**src/hdl/pat_leaky_bucket_detector_defines.svh**
```systemverilog
// ----------------------------------------------------------------------------
// pat leaky bucket detector assertion macros
// concurrent checks clocked on clk and disabled while arst_n is low
// ----------------------------------------------------------------------------
`ifndef PAT_LEAKY_BUCKET_DETECTOR_DEFINES_SVH
`define PAT_LEAKY_BUCKET_DETECTOR_DEFINES_SVH

`ifndef NO_ASSERTIONS
// antecedent implies consequent in the same cycle
`define PLD_ASSERT_IMP(label, ante, cons) \
	label: assert property (@(posedge clk) disable iff (!arst_n) (ante) |-> (cons)) \
		else $error("pld implication check failed");
// condition never holds
`define PLD_ASSERT_NEVER(label, cond) \
	label: assert property (@(posedge clk) disable iff (!arst_n) !(cond)) \
		else $error("pld forbidden condition seen");
`else
`define PLD_ASSERT_IMP(label, ante, cons)
`define PLD_ASSERT_NEVER(label, cond)
`endif

`endif

```
**src/hdl/pld_pkg.sv**
```systemverilog
// ----------------------------------------------------------------------------
// pld_pkg
// shared types and constants of the pat leaky bucket detector
// ----------------------------------------------------------------------------
`timescale 1ns / 1ps
`default_nettype none

package pld_pkg;

	// field widths
	localparam int TIME_W  = 32;
	localparam int MAG_W   = 16;
	localparam int LEVEL_W = 15;
	localparam int CODE_W  = 4;
	localparam int REG16_W = 16;
	localparam int DATA_W  = 32;
	localparam int PADDR_W = 5;

	// full happiness, 100.0 in q7.8
	localparam logic [LEVEL_W-1:0] LEVEL_FULL = 15'd25600;

	// floor(x / 1000) == (x * RECIP_1000) >> RECIP_SHIFT for every x below 2^31
	localparam logic [31:0] RECIP_1000  = 32'd2199023256;
	localparam int          RECIP_SHIFT = 41;
	localparam int          SCALED_W    = LEVEL_W + 32;
	localparam int          PROD_W      = SCALED_W + REG16_W;
	localparam int          LOSS_W      = PROD_W - RECIP_SHIFT;

	// register indexes
	localparam logic [2:0] REG_COOL_TILT = 3'd0;
	localparam logic [2:0] REG_MAX_GAP   = 3'd1;
	localparam logic [2:0] REG_LEAK_RATE = 3'd2;
	localparam logic [2:0] REG_SPIKE_THR = 3'd3;
	localparam logic [2:0] REG_SPIKE_CD  = 3'd4;
	localparam logic [2:0] REG_GAIN      = 3'd5;
	localparam logic [2:0] REG_START     = 3'd6;
	localparam logic [2:0] REG_END       = 3'd7;

	// register reset values
	localparam logic [REG16_W-1:0] RST_COOL_TILT = 16'd0;
	localparam logic [REG16_W-1:0] RST_MAX_GAP   = 16'd1000;
	localparam logic [LEVEL_W-1:0] RST_LEAK_RATE = 15'd2560;
	localparam logic [REG16_W-1:0] RST_SPIKE_THR = 16'd512;
	localparam logic [REG16_W-1:0] RST_SPIKE_CD  = 16'd200;
	localparam logic [LEVEL_W-1:0] RST_GAIN      = 15'd5120;
	localparam logic [LEVEL_W-1:0] RST_START     = 15'd12800;
	localparam logic [LEVEL_W-1:0] RST_END       = 15'd2560;
	localparam logic [SCALED_W-1:0] RST_LEAK_SCALED =
		SCALED_W'(64'(RST_LEAK_RATE) * 64'(RECIP_1000));

	// event codes of a result
	typedef enum logic [1:0] {
		EV_NONE  = 2'd0,
		EV_START = 2'd1,
		EV_END   = 2'd2
	} pld_event_t;

	// configuration seen by the core
	typedef struct packed {
		logic [REG16_W-1:0]  cool_tilt;
		logic [REG16_W-1:0]  max_gap;
		logic [SCALED_W-1:0] leak_scaled;
		logic [REG16_W-1:0]  spike_thr;
		logic [REG16_W-1:0]  spike_cd;
		logic [LEVEL_W-1:0]  gain;
		logic [LEVEL_W-1:0]  start_level;
		logic [LEVEL_W-1:0]  end_level;
	} pld_cfg_t;

endpackage

`default_nettype wire

```
**src/hdl/pld_cfg_regs.sv**
```systemverilog
// ----------------------------------------------------------------------------
// pld_cfg_regs
// apb register file; also keeps leak rate pre-scaled by the 1/1000 reciprocal
// ----------------------------------------------------------------------------
`timescale 1ns / 1ps
`default_nettype none

module pld_cfg_regs import pld_pkg::*; (
	input  logic               clk,
	input  logic               arst_n,
	input  logic               psel,
	input  logic               penable,
	input  logic               pwrite,
	input  logic [PADDR_W-1:0] paddr,
	input  logic [DATA_W-1:0]  pwdata,
	output logic [DATA_W-1:0]  prdata,
	output logic               pready,
	output pld_cfg_t           cfg
);

	logic [REG16_W-1:0]  cool_tilt_q;
	logic [REG16_W-1:0]  max_gap_q;
	logic [LEVEL_W-1:0]  leak_rate_q;
	logic [SCALED_W-1:0] leak_scaled_q;
	logic [REG16_W-1:0]  spike_thr_q;
	logic [REG16_W-1:0]  spike_cd_q;
	logic [LEVEL_W-1:0]  gain_q;
	logic [LEVEL_W-1:0]  start_q;
	logic [LEVEL_W-1:0]  end_q;
	logic                wr_en;
	logic [2:0]          reg_idx;
	logic [SCALED_W-1:0] scaled_wr;

	assign pready    = 1'b1;
	assign wr_en     = psel & penable & pwrite & pready;
	assign reg_idx   = paddr[PADDR_W-1:2];
	assign scaled_wr = pwdata[LEVEL_W-1:0] * RECIP_1000;

	// register writes
	always_ff @(posedge clk or negedge arst_n) begin
		if (!arst_n) begin
			cool_tilt_q   <= RST_COOL_TILT;
			max_gap_q     <= RST_MAX_GAP;
			leak_rate_q   <= RST_LEAK_RATE;
			leak_scaled_q <= RST_LEAK_SCALED;
			spike_thr_q   <= RST_SPIKE_THR;
			spike_cd_q    <= RST_SPIKE_CD;
			gain_q        <= RST_GAIN;
			start_q       <= RST_START;
			end_q         <= RST_END;
		end else if (wr_en) begin
			unique case (reg_idx)
				REG_COOL_TILT: cool_tilt_q <= pwdata[REG16_W-1:0];
				REG_MAX_GAP:   max_gap_q   <= pwdata[REG16_W-1:0];
				REG_LEAK_RATE: begin
					leak_rate_q   <= pwdata[LEVEL_W-1:0];
					leak_scaled_q <= scaled_wr;
				end
				REG_SPIKE_THR: spike_thr_q <= pwdata[REG16_W-1:0];
				REG_SPIKE_CD:  spike_cd_q  <= pwdata[REG16_W-1:0];
				REG_GAIN:      gain_q      <= pwdata[LEVEL_W-1:0];
				REG_START:     start_q     <= pwdata[LEVEL_W-1:0];
				REG_END:       end_q       <= pwdata[LEVEL_W-1:0];
				default: ;
			endcase
		end
	end

	// read back
	always_comb begin
		unique case (reg_idx)
			REG_COOL_TILT: prdata = DATA_W'(cool_tilt_q);
			REG_MAX_GAP:   prdata = DATA_W'(max_gap_q);
			REG_LEAK_RATE: prdata = DATA_W'(leak_rate_q);
			REG_SPIKE_THR: prdata = DATA_W'(spike_thr_q);
			REG_SPIKE_CD:  prdata = DATA_W'(spike_cd_q);
			REG_GAIN:      prdata = DATA_W'(gain_q);
			REG_START:     prdata = DATA_W'(start_q);
			REG_END:       prdata = DATA_W'(end_q);
			default:       prdata = '0;
		endcase
	end

	// config bundle to the core
	always_comb begin
		cfg.cool_tilt   = cool_tilt_q;
		cfg.max_gap     = max_gap_q;
		cfg.leak_scaled = leak_scaled_q;
		cfg.spike_thr   = spike_thr_q;
		cfg.spike_cd    = spike_cd_q;
		cfg.gain        = gain_q;
		cfg.start_level = start_q;
		cfg.end_level   = end_q;
	end

endmodule

`default_nettype wire

```
**config.mk**
```make
export PLATFORM = sky130hd
export DESIGN_NAME = pld_cfg_regs
export DESIGN_NICKNAME = d
export VERILOG_FILES = /design/src/hdl/pat_leaky_bucket_detector_defines.svh /design/src/hdl/pld_pkg.sv /design/src/hdl/pld_cfg_regs.sv
export SDC_FILE = /design/constraint.sdc
export NUM_CORES = 1
export LEC_CHECK = 0
export BUFFER_PORTS_ARGS = -buffer_cell sky130_fd_sc_hd__buf_4
export CORE_ASPECT_RATIO = 0.9
export CORE_MARGIN = 3
export CORE_UTILIZATION = 35
export DETAILED_ROUTE_END_ITERATION = 8
export PLACE_DENSITY = 0.53
export SLEW_MARGIN = 10
export SYNTH_ARGS = -nofsm -noshare
export SYNTH_HDL_FRONTEND = slang
export SYNTH_SLANG_ARGS = --single-unit
```
**constraint.sdc**
```tcl
create_clock -name clk -period 1.7 [get_ports clk]
set_clock_uncertainty 0.2 [all_clocks]
set_input_delay 0 -clock clk [delete_from_list [all_inputs] [get_ports clk]]
set_output_delay 0 -clock clk [all_outputs]
set_load 0.05 [all_outputs]
```
# --- Yosys cells after proc, flatten, opt, wreduce, memory -nomap -nowiden ---
# Cells that the tools add are included.
# Widths: inputs -> output; s select.
word_totals:
  regBits: 168
  in_bits: 42
  output_inout_bits: 189
  wordCells: 29
classes:
  mul: 1
  n_eq_ne: 7
  mux: 1
  n_bitwise: 2
  reduce_logical: 9
ops:
  columns: ["operator", "n"]
  rows:
  - ["$pmux 32 s8", 1]
  - ["$mul 15x29->44 const B", 1]
  - ["$reduce_and 2->1", 8]
  - ["$eq 3x3->1 const B", 4]
  - ["$eq 3x2->1 const B", 2]
  - ["$eq 3x1->1 const B", 1]
  - ["$logic_not 3->1", 1]
  - ["$and 1x1->1", 2]

# --- Depth between registers and ports, before layout ---
# Gate-level depths: netlist of run 1.
logic_depth:
  ltp_word: 3
  mapped_depth: 22
  ltp_nobuf: 21

# --- Worst setup path after synthesis of run 1 ---
# No wires, ideal clock.
synth_timing:
  path_type: "input-to-reg"
  start: "input port pwdata[3]"
  end: "register leak_scaled_q[39]"
  setup_ns: 0.103
  t_arrival_ns: 4.815
  required_ns: 1.397
  path_slack_ns: -3.418
  cell_stages: 19
  n_path_buf: 0
  cell_sequence: "fa_1 > inv_1 > fa_1 > inv_1 > ha_1 > inv_1 > fa_1 > inv_1 > fa_1 > fa_1 > ha_1 > a21oi_1 > o22ai_1 > nor2_1 > a21boi_4 > a31o_1 > a31oi_1 > mux2_1 > o41ai_2"
synth_between:
  elab_chain_len: 1
synth_lines:
  columns: ["element", "line_no", "rtl"]
  rows:
  - ["from (decl)", "pld_cfg_regs.sv:15", "input logic [DATA_W-1:0] pwdata,"]
  - ["$mul 15x29->44", "pld_cfg_regs.sv:37", "assign scaled_wr = pwdata[LEVEL_W-1:0] * RECIP_1000;"]
  - ["to (signal assigned)", "pld_cfg_regs.sv:57", "leak_scaled_q <= scaled_wr;"]
  - ["to (decl)", "pld_cfg_regs.sv:24", "logic [SCALED_W-1:0] leak_scaled_q;"]
# Every way passes these cells.
# A chain may end at the register's enable or synchronous reset.

# --- Final worst setup path of run 1 ---
layout_timing:
  start: "input port pwdata[8]"
  end: "register leak_scaled_q[39]"
# Same word-level chain as after synthesis.

==> results by group, run 1 <==
Status
  – Status: finished with violations
  – Failing checks: negative hold slack, negative setup slack

STA
  – Max Freq: 210.1 MHz
  – Final worst-path cycle share: 280.0%
  – RSZ-0062 raised after global routing: yes
  – Min cycle time layout: 4761 ps
  – Max Slew Vio Count: 0
  – Slew @ Worst Pin: 588.4 ps
  – Hold Violations, Final: 1
  – Worst relative slew slack: between 60% and 70%
  – Final hold slack: -3.102 ps
  – Post-route setup slack: -3061 ps
  – Setup-failing EPs final: 55

Critical path
  – CP max stage delay: 580 ps
  – Worst Setup End Kind: flip-flop
  – Register-to-register setup slack: 160 ps
  – Slowest CP cell: fa_1
  – CP arrival: about 4900 ps
  – Critical Path RT: between 1500 and 2000 ps
  – RR Startpoint: spike_thr_q[11]$_DFFE_PN0P_
  – Reg2reg end: spike_thr_q[11]$_DFFE_PN0P_
  – Crit Path Max Fanout: 7
  – Crit path kind: in -> reg
  – Reg2Reg Depth: 2
  – Worst-path cell chain: buf_4 > buf_4 > ha_4 > fa_1 > inv_1 > fa_1 > fa_1 > fa_1 > ha_4 > ha_4 > a21oi_4 > a21boi_2 > or3_1 > and3_4 > a31o_4 > a31oi_4 > mux2_4 > o41ai_4
  – Startpoint class of the critical path: input port
  – CP dominant cell by count: fa_1

Clock tree
  – Clk root buf: clkbuf_16
  – Num CTS Buffers: 17
  – CTS tree: done
  – Clk sinks: about 170
  – Worst-Skew Late Latency: between 400 and 500 ps
  – Bufs on Longest Clock Path: 2
  – Htree depth: 4
  – Clk slew on worst S/H paths: about 70 ps

Yosys
  – Ys async rst share: between 90% and 100%
  – Seq/Total Area, Yosys: about 30%
  – Library cells used by synthesis: 79
  – Cells after Synth: 1379
  – Warning count from the yosys run: 0
  – Top FF cell, synth: dfrtp_1
  – Ranking of synthesized cells by area: dfrtp_1, fa_1, ha_1
  – Most frequent cells after synthesis: inv_1, ha_1, dfrtp_1
  – Synthesized area per cell: ~10 um2
  – EDFF count, synth: 0
  – Top cell type by total area after synthesis: dfrtp_1
  – Syn Std Cell Area: around 0.014 mm2
  – Post-synth top area share: between 20% and 30%
  – Flops & latches, synth: roughly 170
  – Top-count cell post-synth: inv_1

Routing
  – Routed Antenna Nets: 0
  – DRC viols: 0
  – Drt first pass iters: 5
  – Drt via density: between 4 and 5
  – Drt total wl: about 48 mm
  – Per-cell routed wire length: 19.50 um
  – DR iter-0 viols: 670
  – Vias post-DR: 12.16k

Die
  – # IOs: 231
  – Site Rows: slightly below 70
  – Die Wd: about 220 um
  – Core footprint: about 0.040 mm2
  – Die Area: 0.04282 mm2
  – Die height: 196.6 um
  – Initial Util: 35.65%

Place
  – GP Congestion: around 0.89
  – Hpwl dp: roughly 38 mm
  – # port buffers: 192
  – Placed cell areas: about 0.019 mm2
  – Post-place setup slack: -3654 ps

Finish
  – Final #Nets: 2230
  – Area growth syn-to-layout: 50.84%
  – Share of the core filled with cells: 53.78%
  – Share of cells above drive strength 1: about half
  – Fill cell count: between 3k and 4k
  – Final Cell Area: roughly 0.021 mm2
  – # diodes: 0

Power
  – Pint: ~0.027 W
  – Maximum VDD drop: about 0.0020 V
  – Pwr per Cell Area: between 2000 and 2500 mW/mm2
  – Logic pwr share: approximately 80%
  – Clock power frac: between 7 and 8%
  – Sw frac: 46.22%
  – Switch Pwr: roughly 0.023 W
  – Leakage power: 10.47 nW
  – Seq pwr share: a little under an eighth

Global route
  – Vias in the first global route: ~13k
  – Initial antenna violation count: 0
  – First-pass GRT wire length: ~74 mm
  – Largest net degree at the start of global routing: 53
  – Total global-route track usage: 22.60%
  – Congestion Overflow GR: 0

Min path
  – Worst min-delay path class: in -> reg
  – Hold path cells: 5
  – Endpoint of the worst hold path: leak_scaled_q[4]$_DFFE_PN0P_
  – Worst Hold Launch: pwdata[0]

Job
  – Maxcap violations: 0
[kinds of logic after synthesis]
kind of cell / synth area share, %
multiplexers: 10.13
buffers and inverters: 8.227
AND/OR/NAND/NOR: 8.457
flip-flops: 29.90
AO/OA/AOI/OAI: 11.18
XOR/XNOR: 1.984
adder cells (fa/ha/maj): 30.07
other: 0.05315
[routing by layer]
layer	GRT usage [%]	wire, um
met5	0	0
met4	3.430	455
met3	3.977	2065
met1	32.77	22830
met2	36.31	22610
[how the worst max path moves through the flow]
| stage | from | cells past startpoint | to | slack [ps] |
|---|---|---|---|---|
| 2_1_floorplan | pwdata[4] | 20 | leak_scaled_q[39]$_DFFE_PN0P_ | -3140 |
| 3_3_place_gp | pwdata[4] | 21 | leak_scaled_q[42]$_DFFE_PN1P_ | -3590 |
| 3_5_place_dp | pwdata[4] | 21 | leak_scaled_q[42]$_DFFE_PN1P_ | -3650 |
| 4_1_cts | pwdata[1] | 22 | leak_scaled_q[39]$_DFFE_PN0P_ | -2940 |
| 5_1_grt | pwdata[3] | 21 | leak_scaled_q[40]$_DFFE_PN1P_ | -3160 |
| 6_report | pwdata[8] | 18 | leak_scaled_q[39]$_DFFE_PN0P_ | -3060 |
[worst max-delay path, delay by kind of cell]
family          cells  cell delay [ps]
fa+ha+maj           7             2730
simple gates        2              600
buf+inv             3              370
mux                 1              340
compound gates      5              860
[power groups by stage]
| stage | Clock, W | Combinational [W] | Sequential [W] |
|---|---|---|---|
| 6_report | 0.00395 | 0.0400 | 0.00584 |
| 5_1_grt | 0.00422 | 0.0430 | 0.00597 |
| 4_1_cts | 0.00407 | 0.0384 | 0.00584 |
| 3_5_place_dp | 0 | 0.0316 | 0.00597 |
| 3_3_place_gp | 0 | 0.0313 | 0.00596 |
| 2_1_floorplan | 0 | 0.0165 | 0.00898 |
[stage by stage]
step / cells / setup TNS (ps) / power [W]
after floorplan: 1397 / -100800 / 0.02552
after global placement: 2322 / -124990 / 0.03728
after detailed placement: 2322 / -126790 / 0.03754
after CTS: 2451 / -102350 / 0.04829
after global routing: 2460 / -109860 / 0.05319
final: 2460 / -104120 / 0.04975
[timing repair]
item,CTS,global route
hold buffers,37,0
hold endpoints to repair,292,0
setup endpoints to repair,56,59
pin swaps,115,82
resized for setup,211,61
buffers inserted,61,13
[registers in the layout, indices dropped and copies added (netlist names)]
signal and count:
gain_q 15, max_gap_q 16, spike_cd_q 16, leak_scaled_q 43, cool_tilt_q 16, start_q 15, spike_thr_q 16, leak_rate_q 15
end_q 15
[final cells by class]
class / instances / area, um2 / share of cell area (%)
clock inverters: 12 / 116.4 / 0.5460
inverters: 201 / 775.7 / 3.640
flip-flops and latches: 167 / 4227 / 19.83
multi-input cells: 953 / 10200 / 47.85
clock buffers: 20 / 456.7 / 2.143
repair buffers: 575 / 4872 / 22.86
well taps: 532 / 665.6 / 3.123
[cell usage in the layout, fill, tap and decap left out, drive strengths merged, types with 8 or more instances in the layout]
| cell type | netlist | routed |
|---|---|---|
| a211oi | 12 | 12 |
| a21o | 22 | 22 |
| a21oi | 57 | 57 |
| a221oi | 8 | 8 |
| and3 | 8 | 8 |
| buf | 46 | 539 |
| clkbuf | 30 | 20 |
| conb | 2 | 20 |
| dfrtp | 131 | 131 |
| dfstp | 36 | 36 |
| dlygate4sd3 | 0 | 36 |
| fa | 111 | 111 |
| ha | 162 | 162 |
| inv | 201 | 202 |
| mux2 | 100 | 100 |
| mux2i | 17 | 17 |
| nand2 | 125 | 125 |
| nand3 | 23 | 23 |
| nand4 | 13 | 13 |
| nor2 | 60 | 60 |
| o211ai | 8 | 8 |
| o21ai | 80 | 80 |
| o22ai | 9 | 9 |
| xnor2 | 18 | 18 |
| xor2 | 14 | 14 |
(Power assumes the default switching activity.)
==> run 2: changes to the inputs <==
--- a/config.mk
+++ b/config.mk
@@ -10,7 +10,7 @@
 export CORE_MARGIN = 3
 export CORE_UTILIZATION = 35
 export DETAILED_ROUTE_END_ITERATION = 8
-export PLACE_DENSITY = 0.53
+export PLACE_DENSITY = 0.64
 export SLEW_MARGIN = 10
 export SYNTH_ARGS = -nofsm -noshare
 export SYNTH_HDL_FRONTEND = slang
==> constraint.sdc (replaced) <==
create_clock -name clk -period 5 [get_ports clk]
set_clock_uncertainty 0.2 [all_clocks]
set_input_delay 0 -clock clk [delete_from_list [all_inputs] [get_ports clk]]
set_output_delay 0 -clock clk [all_outputs]
set_load 0.05 [all_outputs]
==> run 2 against run 1 <==
Net effect:
- the flow now finishes without violations
- final cell count decreased by 7.6%
- power decreased by 73%
- non-clock buffer count decreased by 186
- flip-flop and latch count unchanged
- worst hold slack improved by 39 ps
- register-to-register slack improved by 3300 ps
- first-iteration DRC count decreased by 6.0%
- critical path type unchanged
- largest power group unchanged
==> results by group, run 2 (same netlist as run 1, synthesis figures left out) <==
STA
  – Worst relative slew slack: 33.36%
  – Min cycle time layout: between 4000 and 5000 ps
  – Slew @ Worst Pin: roughly 1000 ps
  – Final worst-path cycle share: between 90 and 100%
  – Setup_tns: 0 ps
  – Post-route setup slack: between 70 and 80 ps
  – Setup-failing EPs final: 0
  – Max Freq: 203.2 MHz
  – Hold Violations, Final: 0
  – Max Slew Vio Count: 0

Global route
  – Met1 Resource Use GR: between 30% and 40%
  – Largest net degree at the start of global routing: 64
  – Initial antenna violation count: 0
  – First-pass GRT wire length: just under 70 mm
  – Congestion Overflow GR: 0
  – Met2 global-route usage: around a third
  – Met3 Track Usage GR: about 4.7%
  – Total global-route track usage: about 21%
  – Grt peak-use layer: met2
  – Vias in the first global route: 11.66k

Power
  – Logic pwr share: roughly 74%
  – Seq pwr share: approximately 15%
  – Pint: about 0.007 W
  – Switch Pwr: approximately 0.0065 W
  – Clock power frac: approximately 11%
  – Maximum VDD drop: approximately 0.00064 V
  – Leakage power: 9.359 nW
  – Pwr per Cell Area: roughly 740 mW/mm2
  – Sw frac: between 40% and 50%

Clock tree
  – CTS tree: done
  – Htree depth: 4
  – Clk sinks: 167
  – Worst-Skew Late Latency: roughly 450 ps
  – Num CTS Buffers: 17
  – Clk slew on worst S/H paths: around 70 ps
  – Clk root buf: clkbuf_16
  – Bufs on Longest Clock Path: 2

Finish
  – Largest Register: leak_scaled_q
  – Final #Nets: between 2k and 2.5k
  – Most common cell after layout, fill and taps aside: buf_4
  – Multi-input gate area: roughly 0.0090 mm2
  – Fill cell count: about 3.8k
  – Share of the core filled with cells: 46.16%
  – Max reg flops: 43
  – Most frequent cells in the layout: buf_4, inv_1, ha_1
  – Area growth syn-to-layout: 29.45%
  – Share of cells above drive strength 1: roughly a third
  – Register area: 0.004224 mm2
  – Final Cell Area: about 0.018 mm2
  – # diodes: 0

Place
  – Hpwl dp: approximately 35 mm
  – Post-place setup slack: -386.9 ps
  – # port buffers: around 190
  – GP Congestion: just over 0.9
  – Placed cell areas: roughly 0.017 mm2

Routing
  – DRC viols: 0
  – Drt first pass iters: 5
  – Routed Antenna Nets: 0
  – DR iter-0 viols: 630
  – Drt total wl: around 44 mm
  – Per-cell routed wire length: approximately 19 um
  – Drt via density: 5.026
  – Vias post-DR: roughly 11k

Min path
  – Worst Hold Launch: pwdata[2]
  – Worst min-delay path class: in -> reg
  – Endpoint of the worst hold path: leak_scaled_q[5]$_DFFE_PN0P_
  – Hold path cells: 6

Die
  – Initial Util: a little over a third
  – Die height: between 150 and 200 um
  – # IOs: about 230
  – Die Wd: about 220 um
  – Core footprint: slightly below 0.04 mm2
  – Die Area: 0.04282 mm2
  – Site Rows: 69

Critical path
  – Reg2Reg Depth: 2
  – Worst path top cell family by delay: adder cells
  – Worst-path cell chain: buf_4 > dlygate4sd3_1 > buf_4 > ha_2 > fa_1 > fa_1 > fa_1 > inv_1 > fa_1 > inv_1 > ha_1 > buf_4 > a21oi_1 > o22ai_1 > nor2_2 > nand2_1 > a21o_1 > o22ai_1 > xnor2_1 > mux2_2
  – Slowest CP cell: dlygate4sd3_1
  – Reg2reg end: start_q[11]$_DFFE_PN0P_
  – CP dominant cell by count: fa_1
  – Startpoint class of the critical path: input port
  – CP arrival: just over 5000 ps
  – RR Startpoint: start_q[11]$_DFFE_PN0P_
  – WP buf/inv: 6
  – Register-to-register setup slack: between 3000 and 4000 ps
  – Critical Path RT: between 5000 and 6000 ps
  – CP max stage delay: roughly 570 ps
  – Worst Setup End Kind: flip-flop
  – Crit Path Max Fanout: 8
  – Worst Setup SP: pwdata[7]
  – Crit path kind: in -> reg

Job
  – Maxcap violations: 0

Status
  – Status: completed
-- run 2: changes by cell type in the layout (fill, tap and decap cells not counted), moves of 28 or more --
| cell | delta |
|---|---|
| buf_4 | -110 |
| ha_1 | +40 |
| o21ai_0 | +33 |
| buf_6 | -53 |
| inv_1 | +28 |
| ha_4 | -40 |
-- run 2: power groups by stage --
| stage | registers [W] | logic [W] | clock network [W] |
|---|---|---|---|
| floorplan | 0.00305 | 0.00513 | 0 |
| global placement | 0.00200 | 0.00977 | 0 |
| detailed placement | 0.00201 | 0.00985 | 0 |
| CTS | 0.00199 | 0.00995 | 0.00153 |
| global route | 0.00203 | 0.0110 | 0.00159 |
| finish | 0.00198 | 0.0100 | 0.00150 |
-- run 2: cell type report --
type	instances	share of cell area [%]
clock buffer	18	2.346
clock inverter	14	1.142
multi-input combinational	953	49.02
inverter	201	4.125
timing repair buffer	389	16.63
sequential	167	23.09
tap	532	3.639
-- run 2: layer usage --
metal	wire [um]	up-vias
li1	-	5317
met1	20780	5790
met2	20260	283
met3	2407	38
met4	585	0
met5	0	-
-- run 2: worst max-delay path by stage --
stage	end	slack, ps	depth (start not counted)
floorplan	leak_scaled_q[39]$_DFFE_PN0P_	40	20
global placement	leak_scaled_q[39]$_DFFE_PN0P_	-380	22
detailed placement	leak_scaled_q[39]$_DFFE_PN0P_	-390	22
CTS	leak_scaled_q[42]$_DFFE_PN1P_	30	20
global route	leak_scaled_q[42]$_DFFE_PN1P_	-20	20
finish	leak_scaled_q[42]$_DFFE_PN1P_	80	20
-- run 2: worst min-delay path, cell delays in order --
cell and delay [ps]:
buf_4 120, ha_1 150, buf_4 160, ha_1 130, nand2_1 40, nand2_1 50
-- run 2: timing repair --
action,4_1_cts,5_1_grt
endpoints found under the setup margin,0,15
hold endpoints to repair,203,0
setup buffers,0,1
hold buffers,35,0
gates resized for setup,0,16
-- run 2: per-stage QoR --
stage | std cells | power, W | hold slack (ps)
global placement | 2206 | 0.01177 | -122.6
finish | 2274 | 0.01349 | 36.26
floorplan | 1397 | 0.008178 | -495.6
CTS | 2273 | 0.01347 | 18.18
detailed placement | 2206 | 0.01186 | -113.8
global route | 2274 | 0.01464 | 69.33
==> run 3: changes to the inputs <==
--- a/config.mk
+++ b/config.mk
@@ -5,6 +5,7 @@
 export SDC_FILE = /design/constraint.sdc
 export NUM_CORES = 1
 export LEC_CHECK = 0
+export ABC_AREA = 1
 export BUFFER_PORTS_ARGS = -buffer_cell sky130_fd_sc_hd__buf_4
 export CORE_ASPECT_RATIO = 0.9
 export CORE_MARGIN = 3
==> run 3 against run 2 <==
Net effect:
- largest power group unchanged
- worst hold slack worse by 27 ps
- critical endpoint is now leak_scaled_q[41]$_DFFE_PN0P_
- utilization is 1.1 points lower
- highest routed layer unchanged
- clock power fell by 4%
==> results by group, run 3 <==
Place
  – Placed cell areas: ~0.017 mm2
  – GP Congestion: between 0.9 and 1
  – Hpwl dp: 40.05 mm
  – # port buffers: roughly 190

Critical path
  – Slowest CP cell: fa_1
  – Worst path top cell family by delay: adder cells
  – Levels on crit path: 21
  – Crit Path Max Fanout: 6
  – Crit path kind: in -> reg
  – CP dominant cell by count: inv_1
  – Critical Path RT: roughly 5100 ps
  – Worst-path cell chain: dlygate4sd3_1 > buf_6 > inv_1 > fa_1 > fa_2 > fa_1 > inv_1 > fa_1 > inv_1 > fa_1 > inv_1 > ha_1 > buf_4 > nand2_1 > inv_1 > a21oi_1 > o21ai_0 > a21oi_1 > nand3_1 > nand3_1 > nand2_1
  – Reg2Reg Depth: 2
  – CP max stage delay: 550 ps
  – Worst Setup End Kind: flip-flop
  – WP buf/inv: 8
  – Startpoint class of the critical path: input port
  – CP arrival: about 5000 ps

Power
  – Leakage power: approximately 10 nW
  – Pwr per Cell Area: ~780 mW/mm2
  – Overall Power: 0.01395 W
  – Maximum VDD drop: about 0.00064 V

Clock tree
  – CTS tree: done
  – Clk root buf: clkbuf_16
  – Bufs on Longest Clock Path: 2
  – Clk sinks: 167
  – Clk slew on worst S/H paths: around 70 ps
  – Num CTS Buffers: 17
  – Setup Buffers After CTS: 0
  – Htree depth: 4
  – Worst-Skew Late Latency: between 400 and 500 ps

Die
  – Core footprint: 0.03989 mm2
  – Site Rows: slightly below 70
  – Die height: 197.8 um
  – Die Wd: 219.1 um
  – Initial Util: 35.85%
  – # IOs: between 200 and 250
  – Die Area: 0.04332 mm2

Finish
  – Area growth syn-to-layout: 25.81%
  – # diodes: 0
  – Final Cell Area: 0.01799 mm2
  – Share of cells above drive strength 1: 19.87%
  – Largest Register: leak_scaled_q
  – Most frequent cells in the layout: nand2_1, inv_1, buf_4
  – Final #Nets: 2386
  – Most common cell after layout, fill and taps aside: nand2_1
  – Max reg flops: 43

Global route
  – First-pass GRT wire length: approximately 76 mm
  – Initial antenna violation count: 0
  – Congestion Overflow GR: 0
  – Vias in the first global route: 12.82k
  – Total global-route track usage: 23.17%
  – Largest net degree at the start of global routing: 63

Min path
  – Worst min-delay path class: in -> reg
  – Hold path cells: 5

Routing
  – Per-cell routed wire length: 18.91 um
  – Drt first pass iters: 5
  – Drt via density: about 4.9
  – Routed Antenna Nets: 0
  – DRC viols: 0
  – Drt total wl: 49.47 mm
  – Vias post-DR: 12.81k
  – DR iter-0 viols: 1108

Yosys
  – Top FF cell, synth: dfrtp_1
  – Most frequent cells after synthesis: nand2_1, inv_1, ha_1
  – Top-count cell post-synth: nand2_1
  – Ranking of synthesized cells by area: dfrtp_1, fa_1, ha_1
  – Synthesized area per cell: 8.092 um2
  – Library cells used by synthesis: 35
  – Warning count from the yosys run: 0
  – Post-synth top area share: around 23%
  – EDFF count, synth: 0
  – Syn Std Cell Area: ~0.014 mm2
  – Seq/Total Area, Yosys: 29.54%
  – Ys async rst share: 100.0%
  – Flops & latches, synth: around 170
  – Cells after Synth: roughly 1.8k
  – Top cell type by total area after synthesis: dfrtp_1

Status
  – Status: completed

Job
  – Maxcap violations: 0

STA
  – Worst relative slew slack: between 20% and 30%
  – Setup-failing EPs final: 0
  – Final worst-path cycle share: between 90% and 100%
  – Max Freq: ~210 MHz
  – Max Slew Vio Count: 0
  – Slew @ Worst Pin: approximately 1100 ps
  – Final hold slack: around 8.9 ps
  – Hold Violations, Final: 0
  – Min cycle time layout: 4864 ps
[run 3: cell types whose count changed in the layout (fill, tap and decap cells not counted), sizes merged, moves of 43 or more]
| cell | delta |
|---|---|
| nand2 | +310 |
| inv | +159 |
| mux2 | -100 |
| o21ai | +80 |
| buf | -47 |
| nand3 | +43 |
[run 3: path summary, 6_finish.rpt]
check | startpoint | endpoint | slack (ps)
setup / recovery | pwdata[10] | leak_scaled_q[41]$_DFFE_PN0P_ | 140
hold / removal | pwdata[6] | spike_cd_q[6]$_DFFE_PN1P_ | 9
setup reg to reg | start_q[9]$_DFFE_PN1P_ | start_q[9]$_DFFE_PN1P_ | 3940
hold reg to reg | leak_scaled_q[31]$_DFFE_PN1P_ | leak_scaled_q[31]$_DFFE_PN1P_ | 270
max in group asynchronous | arst_n | spike_thr_q[6]$_DFFE_PN0P_ | 3340
min in group asynchronous | arst_n | gain_q[10]$_DFFE_PN1P_ | 500
[run 3: cells by family (layout without fill, tap and decap cells)]
| group | count (synthesis) | in the layout | share of synthesized area, % |
|---|---|---|---|
| simple gates | 632 | 632 | 17.92 |
| buf+inv | 422 | 721 | 11.88 |
| fa+ha+maj | 273 | 273 | 29.72 |
| compound gates | 251 | 251 | 9.660 |
| flops | 167 | 167 | 29.54 |
| xor+xnor | 20 | 20 | 1.225 |
| other cells | 2 | 20 | 0.05252 |
[run 3: layout make-up]
class / instances / area [um2]
inverters: 360 / 1351
clock buffers: 19 / 432.9
fillers: 4041 / 21900
multi-input cells: 1196 / 8572
flip-flops and latches: 167 / 4224
well taps: 532 / 665.6
clock inverters: 13 / 186.4
repair buffers: 329 / 2557
[run 3: stage by stage]
stage               TNS (ps)  instances  setup slack (ps)  utilization (%)
floorplan                  0       1785             417.5                -
global placement      -967.3       2562            -126.8            42.61
detailed placement     -1034       2562            -123.5            42.61
CTS                        0       2616             1.052            44.76
global route          -5.256       2616            -5.256            45.10
finish                     0       2616             136.2            45.10
[run 3: report_power, final]
| group | switching [W] | leakage, nW | internal (W) |
|---|---|---|---|
| combinational | 0.00643 | 7.42 | 0.00407 |
| clock | 0.000630 | 0.304 | 0.000806 |
| sequential | 0.000258 | 2.00 | 0.00176 |
[run 3: per-layer routing]
metal | share of wire [%] | GRT usage, %
met1 | 46 | 32.54
met2 | 45 | 37.54
met3 | 6.0 | 3.345
met4 | 2.6 | 6.335
met5 | 0 | 0
[run 3: repair_timing]
item | in CTS | in global routing
endpoints found under the hold margin | 142 | 0
endpoints found under the setup margin | 0 | 25
gates resized for setup | 0 | 31
hold buffers | 22 | 0
[run 3: tightest hold or removal path, cell delays in order]
cell and delay, ps:
buf_4 130, buf_4 140, buf_4 200, nand2_1 90, o21ai_0 70
